===== src/rtl/apq_pkg.sv =====
// ----------------------------------------------------------------------------
// apq_pkg: shared definitions for the array priority queue
// Widths, reset constants, result codes, controller states and the
// command/status bundles between controller and datapath.
// ----------------------------------------------------------------------------
package apq_pkg;

  localparam int unsigned DEPTH_DEFAULT = 64;
  localparam int unsigned PRIO_W        = 16;
  localparam int unsigned VALUE_W       = 32;
  localparam int unsigned ENTRY_W       = PRIO_W + VALUE_W;
  localparam int unsigned CAP_W         = 7;
  localparam int unsigned OCC_W         = 7;
  localparam int unsigned STATUS_W      = 2;

  localparam logic [CAP_W-1:0] CAP_RESET = 7'd64;

  typedef enum logic [STATUS_W-1:0] {
    STATUS_OK    = 2'd0,
    STATUS_FULL  = 2'd1,
    STATUS_EMPTY = 2'd2
  } status_e;

  typedef enum logic {
    OP_INSERT = 1'b0,
    OP_DELETE = 1'b1
  } op_e;

  typedef enum logic [2:0] {
    ST_IDLE,
    ST_EXEC,
    ST_SCAN,
    ST_SHIFT_START,
    ST_SHIFT,
    ST_RESULT
  } state_e;

  typedef struct packed {
    logic    latch_req;
    logic    ins_write;
    logic    scan_start;
    logic    scan_step;
    logic    shift_start;
    logic    shift_step;
    logic    result_load;
    status_e kind;
  } dp_cmd_t;

  typedef struct packed {
    logic op_delete;
    logic full;
    logic empty;
    logic scan_last;
    logic shift_more;
  } dp_status_t;

  // Order-preserving unsigned key of a two's-complement priority.
  function automatic logic [PRIO_W-1:0] prio_key(input logic [PRIO_W-1:0] p);
    prio_key = {~p[PRIO_W-1], p[PRIO_W-2:0]};
  endfunction

endpackage


===== src/rtl/apq_if.sv =====
// ----------------------------------------------------------------------------
// apq_if: request, response and configuration channels
// Valid/ready channels; a transfer happens when valid and ready are both high.
// ----------------------------------------------------------------------------
interface apq_req_if;
  logic                valid;
  logic                ready;
  logic                op;
  logic signed [15:0]  priority_req;
  logic signed [31:0]  value;

  modport source (output valid, op, priority_req, value, input ready);
  modport sink   (input valid, op, priority_req, value, output ready);
endinterface

interface apq_rsp_if;
  logic                valid;
  logic                ready;
  logic [1:0]          status;
  logic signed [15:0]  out_priority;
  logic signed [31:0]  out_value;
  logic [6:0]          occupancy;

  modport source (output valid, status, out_priority, out_value, occupancy, input ready);
  modport sink   (input valid, status, out_priority, out_value, occupancy, output ready);
endinterface

interface apq_cfg_if;
  logic       valid;
  logic       ready;
  logic [6:0] data;

  modport source (output valid, data, input ready);
  modport sink   (input valid, data, output ready);
endinterface


===== src/rtl/array_priority_queue_unit.sv =====
// ----------------------------------------------------------------------------
// array_priority_queue_unit: bounded priority queue over an unsorted array
//
// A request on req_i either inserts a (priority, value) pair at the tail or
// deletes the entry of greatest signed priority, the earliest one on ties.
// Each request yields exactly one response on rsp_o carrying a status code,
// the removed entry for a successful delete (zero otherwise) and the
// occupancy after the request. The capacity register is written through
// cfg_i, which is always ready; inserts are refused once the occupancy
// reaches the smaller of the capacity and DEPTH.
// Requests are handled one at a time. An insert or a refused request
// passes through the EXEC and RESULT states before its response is
// registered. A successful delete first makes one pass over the RAM read
// port to find the maximum, then moves one entry per cycle down to close
// the gap left by the winner, both set by the single RAM port pair.
// The response sits in an output register; while it waits, the next request
// is already accepted and worked on, and only its response stalls.
// Reset empties the queue and sets the capacity to 64; the entry RAM is not
// cleared, as only entries below the occupancy are ever used.
// ----------------------------------------------------------------------------
module array_priority_queue_unit #(
  parameter int unsigned DEPTH = apq_pkg::DEPTH_DEFAULT
) (
  input  logic      clk_i,
  input  logic      rst_ni,
  apq_req_if.sink   req_i,
  apq_rsp_if.source rsp_o,
  apq_cfg_if.sink   cfg_i
);
  import apq_pkg::*;

  dp_cmd_t    dp_cmd;
  dp_status_t dp_status;

  // The capacity register can be written in any cycle.
  assign cfg_i.ready = 1'b1;

  apq_ctrl u_ctrl (
    .clk_i       (clk_i),
    .rst_ni      (rst_ni),
    .req_valid_i (req_i.valid),
    .req_ready_o (req_i.ready),
    .rsp_valid_o (rsp_o.valid),
    .rsp_ready_i (rsp_o.ready),
    .status_i    (dp_status),
    .cmd_o       (dp_cmd)
  );

  apq_datapath #(
    .DEPTH (DEPTH)
  ) u_datapath (
    .clk_i           (clk_i),
    .rst_ni          (rst_ni),
    .req_op_i        (req_i.op),
    .req_priority_i  (req_i.priority_req),
    .req_value_i     (req_i.value),
    .cfg_we_i        (cfg_i.valid),
    .cfg_data_i      (cfg_i.data),
    .cmd_i           (dp_cmd),
    .status_o        (dp_status),
    .rsp_status_o    (rsp_o.status),
    .rsp_priority_o  (rsp_o.out_priority),
    .rsp_value_o     (rsp_o.out_value),
    .rsp_occupancy_o (rsp_o.occupancy)
  );
endmodule


===== src/rtl/apq_ram.sv =====
// ----------------------------------------------------------------------------
// apq_ram: generic single-write, single-read RAM
// One write port and one read port with registered read data.
// ----------------------------------------------------------------------------
module apq_ram #(
  parameter int unsigned WIDTH = apq_pkg::ENTRY_W,
  parameter int unsigned DEPTH = apq_pkg::DEPTH_DEFAULT
) (
  input  logic                     clk_i,
  input  logic                     we_i,
  input  logic [$clog2(DEPTH)-1:0] waddr_i,
  input  logic [WIDTH-1:0]         wdata_i,
  input  logic [$clog2(DEPTH)-1:0] raddr_i,
  output logic [WIDTH-1:0]         rdata_o
);
  logic [WIDTH-1:0] mem [DEPTH];
  logic [WIDTH-1:0] rdata_q;

  always_ff @(posedge clk_i) begin
    if (we_i) begin
      mem[waddr_i] <= wdata_i;
    end
    rdata_q <= mem[raddr_i];
  end

  assign rdata_o = rdata_q;
endmodule


===== src/rtl/apq_datapath.sv =====
// ----------------------------------------------------------------------------
// apq_datapath: entry storage, scan and shift datapath
// Holds the entry RAM, the occupancy and capacity registers, the running
// maximum of a scan, the compaction pointer and the response registers.
// ----------------------------------------------------------------------------
module apq_datapath #(
  parameter int unsigned DEPTH = apq_pkg::DEPTH_DEFAULT
) (
  input  logic                              clk_i,
  input  logic                              rst_ni,
  input  logic                              req_op_i,
  input  logic signed [apq_pkg::PRIO_W-1:0]  req_priority_i,
  input  logic signed [apq_pkg::VALUE_W-1:0] req_value_i,
  input  logic                              cfg_we_i,
  input  logic [apq_pkg::CAP_W-1:0]         cfg_data_i,
  input  apq_pkg::dp_cmd_t                  cmd_i,
  output apq_pkg::dp_status_t               status_o,
  output logic [apq_pkg::STATUS_W-1:0]      rsp_status_o,
  output logic signed [apq_pkg::PRIO_W-1:0]  rsp_priority_o,
  output logic signed [apq_pkg::VALUE_W-1:0] rsp_value_o,
  output logic [apq_pkg::OCC_W-1:0]         rsp_occupancy_o
);
  import apq_pkg::*;

  localparam int unsigned AW   = $clog2(DEPTH);
  localparam int unsigned CW   = $clog2(DEPTH + 1);
  localparam int unsigned CMPW = (CW > CAP_W) ? CW : CAP_W;
  localparam logic [CW-1:0] DEPTH_C = CW'(DEPTH);

  logic                 op_q;
  logic [PRIO_W-1:0]    prio_q;
  logic [VALUE_W-1:0]   value_q;
  logic [CW-1:0]        count_q, count_d;
  logic [CAP_W-1:0]     cap_q;
  logic [CW-1:0]        idx_q, idx_d;
  logic [AW-1:0]        best_idx_q;
  logic [PRIO_W-1:0]    best_prio_q;
  logic [VALUE_W-1:0]   best_value_q;
  logic [STATUS_W-1:0]  rsp_status_q;
  logic [PRIO_W-1:0]    rsp_prio_q;
  logic [VALUE_W-1:0]   rsp_value_q;
  logic [OCC_W-1:0]     rsp_occ_q;

  logic                 ram_we;
  logic [AW-1:0]        ram_waddr;
  logic [ENTRY_W-1:0]   ram_wdata;
  logic [AW-1:0]        ram_raddr;
  logic [ENTRY_W-1:0]   ram_rdata;
  logic [PRIO_W-1:0]    rd_prio;
  logic [VALUE_W-1:0]   rd_value;
  logic                 scan_update;
  logic [CW-1:0]        idx_inc;
  logic                 delete_ok;

  assign rd_prio  = ram_rdata[ENTRY_W-1:VALUE_W];
  assign rd_value = ram_rdata[VALUE_W-1:0];
  assign idx_inc  = idx_q + CW'(1);

  // The first entry seeds the maximum; later ones replace it only when
  // strictly greater, so the earliest entry wins ties.
  assign scan_update = (idx_q == '0) || (prio_key(rd_prio) > prio_key(best_prio_q));

  assign status_o.op_delete  = (op_q == OP_DELETE);
  assign status_o.full       = (CMPW'(count_q) >= CMPW'(cap_q)) || (count_q == DEPTH_C);
  assign status_o.empty      = (count_q == '0);
  assign status_o.scan_last  = (idx_inc == count_q);
  assign status_o.shift_more = (idx_inc < count_q);

  assign delete_ok = (op_q == OP_DELETE) && (cmd_i.kind == STATUS_OK);

  always_comb begin
    ram_we    = 1'b0;
    ram_waddr = count_q[AW-1:0];
    ram_wdata = {prio_q, value_q};
    ram_raddr = '0;
    idx_d     = idx_q;
    unique case (1'b1)
      cmd_i.ins_write: begin
        ram_we = 1'b1;
      end
      cmd_i.scan_start: begin
        idx_d = '0;
      end
      cmd_i.scan_step: begin
        ram_raddr = idx_inc[AW-1:0];
        idx_d     = idx_inc;
      end
      cmd_i.shift_start: begin
        ram_raddr = AW'(CW'(best_idx_q) + CW'(1));
        idx_d     = CW'(best_idx_q);
      end
      cmd_i.shift_step: begin
        ram_we    = 1'b1;
        ram_waddr = idx_q[AW-1:0];
        ram_wdata = ram_rdata;
        ram_raddr = AW'(idx_q + CW'(2));
        idx_d     = idx_inc;
      end
      default: begin
      end
    endcase
  end

  always_comb begin
    count_d = count_q;
    if (cmd_i.result_load && cmd_i.kind == STATUS_OK) begin
      if (op_q == OP_DELETE) begin
        count_d = count_q - CW'(1);
      end else begin
        count_d = count_q + CW'(1);
      end
    end
  end

  apq_ram #(
    .WIDTH (ENTRY_W),
    .DEPTH (DEPTH)
  ) u_ram (
    .clk_i   (clk_i),
    .we_i    (ram_we),
    .waddr_i (ram_waddr),
    .wdata_i (ram_wdata),
    .raddr_i (ram_raddr),
    .rdata_o (ram_rdata)
  );

  always_ff @(posedge clk_i or negedge rst_ni) begin
    if (!rst_ni) begin
      count_q <= '0;
      cap_q   <= CAP_RESET;
      idx_q   <= '0;
    end else begin
      count_q <= count_d;
      idx_q   <= idx_d;
      if (cfg_we_i) begin
        cap_q <= cfg_data_i;
      end
    end
  end

  always_ff @(posedge clk_i) begin
    if (cmd_i.latch_req) begin
      op_q    <= req_op_i;
      prio_q  <= req_priority_i;
      value_q <= req_value_i;
    end
    if (cmd_i.scan_step && scan_update) begin
      best_idx_q   <= idx_q[AW-1:0];
      best_prio_q  <= rd_prio;
      best_value_q <= rd_value;
    end
    if (cmd_i.result_load) begin
      rsp_status_q <= cmd_i.kind;
      rsp_prio_q   <= delete_ok ? best_prio_q : '0;
      rsp_value_q  <= delete_ok ? best_value_q : '0;
      rsp_occ_q    <= OCC_W'(count_d);
    end
  end

  assign rsp_status_o    = rsp_status_q;
  assign rsp_priority_o  = rsp_prio_q;
  assign rsp_value_o     = rsp_value_q;
  assign rsp_occupancy_o = rsp_occ_q;
endmodule


===== src/rtl/apq_ctrl.sv =====
// ----------------------------------------------------------------------------
// apq_ctrl: sequencing state machine
// Takes one request at a time, steps the datapath through scan and shift,
// and owns the response valid flag.
// ----------------------------------------------------------------------------
module apq_ctrl (
  input  logic                clk_i,
  input  logic                rst_ni,
  input  logic                req_valid_i,
  output logic                req_ready_o,
  output logic                rsp_valid_o,
  input  logic                rsp_ready_i,
  input  apq_pkg::dp_status_t status_i,
  output apq_pkg::dp_cmd_t    cmd_o
);
  import apq_pkg::*;

  state_e  state_q, state_d;
  status_e kind_q, kind_d;
  logic    rsp_valid_q, rsp_valid_d;
  logic    slot_free;

  assign slot_free = !rsp_valid_q || rsp_ready_i;

  always_comb begin
    state_d = state_q;
    kind_d  = kind_q;
    unique case (state_q)
      ST_IDLE: begin
        if (req_valid_i) begin
          state_d = ST_EXEC;
        end
      end
      ST_EXEC: begin
        if (status_i.op_delete) begin
          kind_d  = status_i.empty ? STATUS_EMPTY : STATUS_OK;
          state_d = status_i.empty ? ST_RESULT : ST_SCAN;
        end else begin
          kind_d  = status_i.full ? STATUS_FULL : STATUS_OK;
          state_d = ST_RESULT;
        end
      end
      ST_SCAN: begin
        if (status_i.scan_last) begin
          state_d = ST_SHIFT_START;
        end
      end
      ST_SHIFT_START: begin
        state_d = ST_SHIFT;
      end
      ST_SHIFT: begin
        if (!status_i.shift_more) begin
          state_d = ST_RESULT;
        end
      end
      ST_RESULT: begin
        if (slot_free) begin
          state_d = ST_IDLE;
        end
      end
      default: begin
        state_d = ST_IDLE;
      end
    endcase
  end

  always_comb begin
    cmd_o       = '0;
    cmd_o.kind  = kind_q;
    req_ready_o = 1'b0;
    unique case (state_q)
      ST_IDLE: begin
        req_ready_o     = 1'b1;
        cmd_o.latch_req = req_valid_i;
      end
      ST_EXEC: begin
        cmd_o.ins_write  = !status_i.op_delete && !status_i.full;
        cmd_o.scan_start = status_i.op_delete && !status_i.empty;
      end
      ST_SCAN: begin
        cmd_o.scan_step = 1'b1;
      end
      ST_SHIFT_START: begin
        cmd_o.shift_start = 1'b1;
      end
      ST_SHIFT: begin
        cmd_o.shift_step = status_i.shift_more;
      end
      ST_RESULT: begin
        cmd_o.result_load = slot_free;
      end
      default: begin
      end
    endcase
  end

  always_comb begin
    rsp_valid_d = rsp_valid_q;
    if (rsp_ready_i) begin
      rsp_valid_d = 1'b0;
    end
    if (cmd_o.result_load) begin
      rsp_valid_d = 1'b1;
    end
  end

  always_ff @(posedge clk_i or negedge rst_ni) begin
    if (!rst_ni) begin
      state_q     <= ST_IDLE;
      kind_q      <= STATUS_OK;
      rsp_valid_q <= 1'b0;
    end else begin
      state_q     <= state_d;
      kind_q      <= kind_d;
      rsp_valid_q <= rsp_valid_d;
    end
  end

  assign rsp_valid_o = rsp_valid_q;
endmodule

===== src/flat_wrapper.sv =====
// flat-port wrapper written by rule: the top's interface ports become plain ports
module array_priority_queue_unit_flat import apq_pkg::*;
#(
  parameter int unsigned DEPTH = apq_pkg::DEPTH_DEFAULT
)
  (clk_i, rst_ni, req_i_valid, req_i_op, req_i_priority_req, req_i_value, req_i_ready, rsp_o_valid, rsp_o_status, rsp_o_out_priority, rsp_o_out_value, rsp_o_occupancy, rsp_o_ready, cfg_i_valid, cfg_i_data, cfg_i_ready);
  apq_req_if req_i_i ();
  apq_rsp_if rsp_o_i ();
  apq_cfg_if cfg_i_i ();
  input  logic clk_i;
  input  logic rst_ni;
  input wire logic [$bits(req_i_i.valid)-1:0] req_i_valid;
  input wire logic [$bits(req_i_i.op)-1:0] req_i_op;
  input wire logic [$bits(req_i_i.priority_req)-1:0] req_i_priority_req;
  input wire logic [$bits(req_i_i.value)-1:0] req_i_value;
  output wire logic [$bits(req_i_i.ready)-1:0] req_i_ready;
  output wire logic [$bits(rsp_o_i.valid)-1:0] rsp_o_valid;
  output wire logic [$bits(rsp_o_i.status)-1:0] rsp_o_status;
  output wire logic [$bits(rsp_o_i.out_priority)-1:0] rsp_o_out_priority;
  output wire logic [$bits(rsp_o_i.out_value)-1:0] rsp_o_out_value;
  output wire logic [$bits(rsp_o_i.occupancy)-1:0] rsp_o_occupancy;
  input wire logic [$bits(rsp_o_i.ready)-1:0] rsp_o_ready;
  input wire logic [$bits(cfg_i_i.valid)-1:0] cfg_i_valid;
  input wire logic [$bits(cfg_i_i.data)-1:0] cfg_i_data;
  output wire logic [$bits(cfg_i_i.ready)-1:0] cfg_i_ready;
  assign req_i_i.valid = req_i_valid;
  assign req_i_i.op = req_i_op;
  assign req_i_i.priority_req = req_i_priority_req;
  assign req_i_i.value = req_i_value;
  assign req_i_ready = req_i_i.ready;
  assign rsp_o_valid = rsp_o_i.valid;
  assign rsp_o_status = rsp_o_i.status;
  assign rsp_o_out_priority = rsp_o_i.out_priority;
  assign rsp_o_out_value = rsp_o_i.out_value;
  assign rsp_o_occupancy = rsp_o_i.occupancy;
  assign rsp_o_i.ready = rsp_o_ready;
  assign cfg_i_i.valid = cfg_i_valid;
  assign cfg_i_i.data = cfg_i_data;
  assign cfg_i_ready = cfg_i_i.ready;
  array_priority_queue_unit #(.DEPTH(DEPTH)) u_core (.clk_i(clk_i), .rst_ni(rst_ni), .req_i(req_i_i), .rsp_o(rsp_o_i), .cfg_i(cfg_i_i));
endmodule

===== config.mk =====
export PLATFORM = sky130hd
export DESIGN_NAME = array_priority_queue_unit_flat
export DESIGN_NICKNAME = d
export VERILOG_FILES = /design/src/rtl/apq_pkg.sv /design/src/rtl/apq_if.sv /design/src/rtl/array_priority_queue_unit.sv /design/src/rtl/apq_ram.sv /design/src/rtl/apq_datapath.sv /design/src/rtl/apq_ctrl.sv /design/src/flat_wrapper.sv
export SDC_FILE = /design/constraint.sdc
export NUM_CORES = 2
export LEC_CHECK = 0
export ABC_AREA = 1
export BUFFER_PORTS_ARGS = -buffer_cell sky130_fd_sc_hd__buf_4
export CORE_MARGIN = 3
export CORE_UTILIZATION = 42
export DETAILED_ROUTE_END_ITERATION = 16
export SLEW_MARGIN = 40
export SYNTH_ARGS = -nofsm -noshare
export SYNTH_HDL_FRONTEND = slang
export SYNTH_SLANG_ARGS = --single-unit

===== constraint.sdc =====
create_clock -name clk_i -period 13 [get_ports clk_i]
set_input_delay 1.95 -clock clk_i [delete_from_list [all_inputs] [get_ports clk_i]]
set_output_delay 1.95 -clock clk_i [all_outputs]
set_load 0.01 [all_outputs]

# Word-level counts from Yosys, hierarchy flattened

Memories as Yosys holds them, arrays and structs flattened. A register that Yosys moved wholly into a read port is not among the register bits.
Index checks and enable logic that the tools add are counted.

Add/sub/neg operators: 5
Magnitude comparators: 3
Eq/ne operators: 11
Muxes and demuxes: 28
Bitwise operators: 2
Reduce and logical (&&, ||, !) cells: 21

Operator list:

| kind                  | count |
|---|---|
| $mux W48              | 1 |
| $pmux W7 S3           | 1 |
| $mux W3               | 6 |
| $pmux W3 S6           | 1 |
| $pmux W6 S3           | 1 |
| $gt A16 B16 Y1        | 1 |
| $add A7 B1 Y7 const B | 2 |
| $logic_not A7 Y1      | 2 |
| $mux W7               | 2 |
| $mux W1               | 12 |
| $eq A7 B7 Y1          | 1 |
| $eq A7 B7 Y1 const B  | 1 |
| $ge A7 B7 Y1          | 1 |
| $lt A7 B7 Y1          | 1 |
| $sub A7 B1 Y7 const B | 1 |
| $add A6 B1 Y6 const B | 1 |
| $add A6 B2 Y6 const B | 1 |
| $eq A3 B2 Y1 const B  | 2 |
| $eq A3 B3 Y1 const B  | 2 |
| $mux W2               | 3 |
| $mux W6               | 1 |
| $ne A2 B2 Y1 const B  | 3 |
| $logic_and A1 B1 Y1   | 5 |
| $logic_not A1 Y1      | 4 |
| 10 further kinds      | 14 |

Flip-flop bits (word level): 187
RAM bits: 3,072
Bits of input ports: 61
Output and inout bits: 60
Logic and storage cells: 87
Memories: 1

Memories:

| memory                      | words | bits a word | rd ports | clocked after Yosys merged registers in | wr ports | line          | source |
|---|---|---|---|---|---|---|---|
| u_core.u_datapath.u_ram.mem | 64    | 48          | 1        | 1                                       | 1        | apq_ram.sv:16 | `logic [WIDTH-1:0] mem [DEPTH];` |

# Longest topological paths before layout

Depth in word-level cells: 9
Depth in mapped cells: 22
Depth with buffers taken out: 20

# Cells and area by module

A second synthesis with hierarchy kept.

Cell total of the unflattened synthesis: 10,886
Area total of the unflattened synthesis: 132,717.3 um2

Modules (own cells, without submodules):

| module                    | times used | cells an instance | area each (um2) | seq. area each (um2) |
|---|---|---|---|---|
| apq_ram                   | 1          | 10,108            | 124,330.5       | 93,209.4 |
| apq_datapath              | 1          | 718               | 7,977.7         | 5,331.4 |
| apq_ctrl                  | 1          | 58                | 397.9           | 150.1 |
| array_priority_queue_unit | 1          | 2                 | 11.3            | 0.0 |

# Least setup slack after synthesis

OpenSTA, ideal clock, no wires.

Path type: input -> register
Start point: in rsp_o_ready
End point: reg u_core.u_datapath.rsp_occ_q[6], in the netlist u_core.u_datapath.rsp_occupancy_o[6], data pin
Library setup time: 0.275 ns
Arrival: 5.785 ns
Required time: 12.725 ns
Slack: 6.940 ns
Stages: 5
Buffers on the path: 0
Path through: nor2_1 nor2_1 nand3_1 nor3b_1 xor2_1

RTL lines:

| what                   | line                | source |
|---|---|---|
| start: declaration     | flat_wrapper.sv:22  | `input wire logic [$bits(rsp_o_i.ready)-1:0] rsp_o_ready;` |
| end signal: assignment | apq_datapath.sv:156 | `rsp_occ_q <= OCC_W'(count_d);` |
| end: declaration       | apq_datapath.sv:42  | `logic [OCC_W-1:0] rsp_occ_q;` |

# Worst setup path after layout

Start point: reg u_core.u_datapath.idx_q[2]
End point: mem u_core.u_datapath.u_ram.mem[63][42] in the netlist's numbering (enable)

Cells in the longest elaborated chain, start to end: 7
Elaborated cells on any way between the ends: 8
Those cells by class: 1 x add/sub; 1 x order compare; 5 x mux; 1 x reduce/logical

Ends and longest elaborated chain:

| what                              | line                | source |
|---|---|---|
| start: declaration                | apq_datapath.sv:35  | `logic [CW-1:0] idx_q, idx_d;` |
| start signal: assignment          | apq_datapath.sv:134 | `idx_q <= idx_d;` |
| $add A7 B1 Y7                     | apq_datapath.sv:57  | `assign idx_inc = idx_q + CW'(1);` |
| $lt A7 B7 Y1                      | apq_datapath.sv:67  | `assign status_o.shift_more = (idx_inc < count_q);` |
| $mux W1                           | apq_ctrl.sv:71      | `unique case (state_q)` |
| $reduce_or A2 Y1 (no source line) | -                   |  |
| $mux W1                           | apq_datapath.sv:77  | `unique case (1'b1)` |
| $mux W1                           | apq_ram.sv:20       | `if (we_i) begin` |
| $mux W1 (implied by the code)     | apq_ram.sv:21       | `mem[waddr_i] <= wdata_i;` |
| end: declaration                  | apq_ram.sv:16       |  |

Several ways; a longest one is shown, not always the timed one.

==> results.py <==
metrics = {
    "status": {
        "status": "finished clean",
    },
    "sta": {
        "rsz0062_at_grt": "no",
        "finalSetupViolations": 0,
        "hold_viol_final": 0,
        "fin_crit_ns": 6.75,
        "report.final.slew_viol_count": 0,
        "max_slew_margin": 0.297,
        "tns_ns": 0,
        "fin_crit_sh": 0.519,
        "worst_slew_pin_slew_ns": 1.05,
        "finClkSkew_ns": 0.0619,
        "fmax_ghz": 0.148,
    },
    "drt": {
        "viasPerCell": 5.57,
        "dr.first_iter.drc_count": 13576,
        "first_pass_iters": 8,
        "ant_nets": 0,
        "wl_met2_mm": 208,
        "route.detailed.drc": 0,
        "num_vias": 97390,
        "met3_length_mm": 43.5,
        "wirelength_mm": 453,
        "topRoutingLayerUsed": "met5",
        "routedWlPerCell_um": 25.9,
        "drt-met1-wl_mm": 182,
    },
    "critical_path": {
        "required_ns": 13.52,
        "cp.buffers_inverters": 5,
        "crit_arrival_ns": 7.28,
        "worst_setup_path_end_kind": "flip-flop",
        "critical_path_class": "flip-flop to flip-flop",
        "crit_slowest_cell": "nor2_4",
        "startpoint_type": "flip-flop",
        "path_delay_family": "simple AND/OR/NAND/NOR gates",
        "cpPeakStageDelay_ns": 0.71,
        "path_cells": "ha_1, nand3_1, xor2_1, nand2_1, o21ai_0, inv_1, ha_1, nand2_1, nor2_1, nand2_1, nand2_4, buf_4, o21ai_0, inv_1, nand2_1, nor2_1, nand2_1, nor2_4, buf_4, buf_4",
        "worstPathMaxFanout": 42,
        "cpMostUsedCell": "nand2_1",
    },
    "synthesis": {
        "synth_edf_count": 3232,
        "yosysMostFrequentCell": "nand3_1",
        "ys_warn_count": 0,
        "syn_inst": 12768,
        "synth_commonest_cells": "3,393 x nand3_1, 3,232 x edfxtp_1, 2,354 x nand2_1",
        "yosysTopAreaCellShare": 0.680,
        "ys_seq_elements": 3307,
        "syn_area_mm2": 0.143,
        "synth_flop_cell": "edfxtp_1",
        "syn-num-nets": 12869,
        "synth-seq-area-share": 0.691,
        "synth.area.top_cells": "edfxtp_1 68%, nand3_1 12%, nand2_1 6.2%",
        "ys_types": 48,
        "yosys.area.top_type": "edfxtp_1",
        "async_reset_ff_frac": 0.00816,
        "avgSynthCellArea_um2": 11.2,
    },
    "layout": {
        "area_growth_pct": 12.4,
        "fin_util": 0.475,
        "drive_gt1_frac": 0.0779,
        "stdcell_count": 17491,
        "fin_nets": 12786,
        "fillers": 30094,
    },
    "placement": {
        "dp.cells": 16826,
        "post-dp-hpwl_mm": 229,
        "portBuffers": 119,
        "globalplace.congestion": 0.853,
    },
    "grt": {
        "grt_max_degree": 178,
        "grt.overflow.total": 0,
        "grtUsageTotal": 0.254,
        "antenna_found_initial": 8,
        "grt_pass1_wl_mm": 649,
        "grt_pass1_vias": 90551,
    },
    "clocking": {
        "cts.repair.resized": 0,
        "clock_path_buffers": 4,
        "holdBufCountCts": 0,
        "cts_made_buffers": 354,
        "cts_num_sinks": 3307,
        "root_buffer": "clkbuf_16",
        "cts_htree_levels": 5,
        "cts_setup_buffers": 0,
        "cts_tree": "yes",
        "clkLatencyLatePin_ns": 0.94,
        "clk_pin_slew_ns": 0.06,
    },
    "power_and_ir_drop": {
        "swShare": 0.373,
        "clock_power_share": 0.283,
        "p_leak_nw": 61.6,
        "netSwitchingPower_mw": 13.1,
        "combPwrFrac": 0.323,
        "power.total_mw": 35.1,
        "p_per_area_mw_per_mm2": 219,
        "ir_drop_mv": 0.190,
        "p_int_mw": 22.0,
        "pwr-share-seq": 0.393,
    },
    "floorplanning": {
        "die_width_um": 589,
        "rows": 213,
        "core_mm2": 0.338,
        "die_h_um": 589,
        "ios": 121,
        "dieArea_mm2": 0.347,
        "start_util": 0.423,
    },
    "run": {
        "drv_cap": 0,
    },
    "hold_path": {
        "hp-class": "flip-flop to flip-flop",
    },
}
==> cell usage in the layout (no fill, tap or decap), types with 75 or more instances in the layout <==
cell	synthesis	layout
nor2_1	148	81
clkbuf_16	0	361
nand3_1	3393	3389
clkbuf_1	166	88
inv_1	1834	1832
nand3b_1	753	753
buf_4	11	267
nand2_1	2354	2329
buf_6	35	75
edfxtp_1	3232	3232
==> per-stage QoR <==
step / setup WS, ns / cell area (um^2) / hold WS [ns]
CTS: 6.20 / 160000 / 0.427
global route: 5.95 / 161000 / 0.447
finish: 6.25 / 161000 / 0.427
floorplan: 6.94 / 143000 / 0.408
detailed placement: 6.24 / 149000 / 0.417
global placement: 6.20 / 148000 / 0.416
==> layout make-up <==
type	count	area, um^2	area share
tap	4515	5650	0.0352
sequential	3307	98700	0.615
timing repair buffer	391	4000	0.0249
inverter	1844	6970	0.0434
clock inverter	170	1630	0.0101
antenna	2	5.00	0.0000312
multi-input combinational	6787	33900	0.211
clock buffer	475	9710	0.0605
==> worst register-to-register path: cells and delay by family (launching register included) <==
family	cells	cell delay [ns]
compound gates	2	0.51
xor+xnor	1	0.20
fa+ha+maj	2	0.54
buf+inv	5	2.24
flops	1	0.50
simple gates	10	2.33
==> final timing paths <==
| path | from | cells after the start | endpoint | slack [ns] |
|---|---|---|---|---|
| worst max-delay path | u_core.u_datapath.idx_q[2]$_DFFE_PN0P_ | 20 | u_core.u_datapath.u_ram.mem[63][42]$_DFFE_PP_ | 6.25 |
| worst max register to register | u_core.u_datapath.idx_q[2]$_DFFE_PN0P_ | 20 | u_core.u_datapath.u_ram.mem[63][42]$_DFFE_PP_ | 6.25 |
| min in group asynchronous | rst_ni | 1 | u_core.u_datapath.cap_q[3]$_DFFE_PN0P_ | 0.93 |
| worst min register to register | u_core.u_datapath.u_ram.rdata_o[20]$_DFF_P_ | 0 | u_core.u_datapath.best_value_q[20]$_DFFE_PP_ | 0.43 |
| worst min-delay path | u_core.u_datapath.u_ram.rdata_o[20]$_DFF_P_ | 0 | u_core.u_datapath.best_value_q[20]$_DFFE_PP_ | 0.43 |
| max in group asynchronous | rst_ni | 1 | u_core.u_datapath.cap_q[6]$_DFFE_PN1P_ | 11.76 |
==> kinds of logic (layout without fill, tap and decap cells) <==
| kind of cell | Yosys count | in the layout | share of synthesized area |
|---|---|---|---|
| AO/OA/AOI/OAI | 66 | 66 | 0.00271 |
| XOR/XNOR | 9 | 9 | 0.000552 |
| adder cells (fa/ha/maj) | 40 | 40 | 0.00356 |
| buffers and inverters | 2674 | 2880 | 0.0768 |
| flip-flops | 3307 | 3307 | 0.691 |
| multiplexers | 1 | 1 | 0.0000788 |
| other | 1 | 3 | 0.0000263 |
| AND/OR/NAND/NOR | 6670 | 6670 | 0.225 |
==> sequential cells by signal, summed over array words and instances (netlist names) <==
register / cells
u_core.u_ctrl.kind_q: 2
u_core.u_datapath.best_idx_q: 6
u_core.u_datapath.op_q: 1
u_core.u_datapath.best_prio_q: 16
u_core.u_datapath.rsp_value_o: 32
u_core.u_datapath.prio_q: 16
u_core.u_datapath.rsp_occupancy_o: 7
u_core.u_datapath.rsp_priority_o: 16
u_core.u_datapath.idx_q: 7
u_core.u_datapath.rsp_status_o: 2
u_core.u_datapath.count_q: 7
u_core.u_datapath.cap_q: 7
u_core.u_ctrl.state_q: 3
u_core.u_datapath.u_ram.rdata_o: 48
u_core.u_ctrl.rsp_valid_o: 1
u_core.u_datapath.best_value_q: 32
u_core.u_datapath.u_ram.mem: 3072
u_core.u_datapath.value_q: 32
==> routing by layer <==
layer  vias to the layer above  track usage
met1                     48019        0.349
met5                         -            0
met2                      4991        0.401
met4                         2        0.101
met3                       861       0.0435
li1                      43517            -
==> power groups by stage <==
stage	Combinational (mW)	Clock, mW	Sequential, mW
CTS	11.1	10.1	13.8
finish	11.3	9.94	13.8
floorplan	7.18	0	13.9
global route	12.3	10.5	13.8
detailed placement	11.1	0	14.0
global placement	11.0	0	14.0
(Power assumes the default switching activity.)
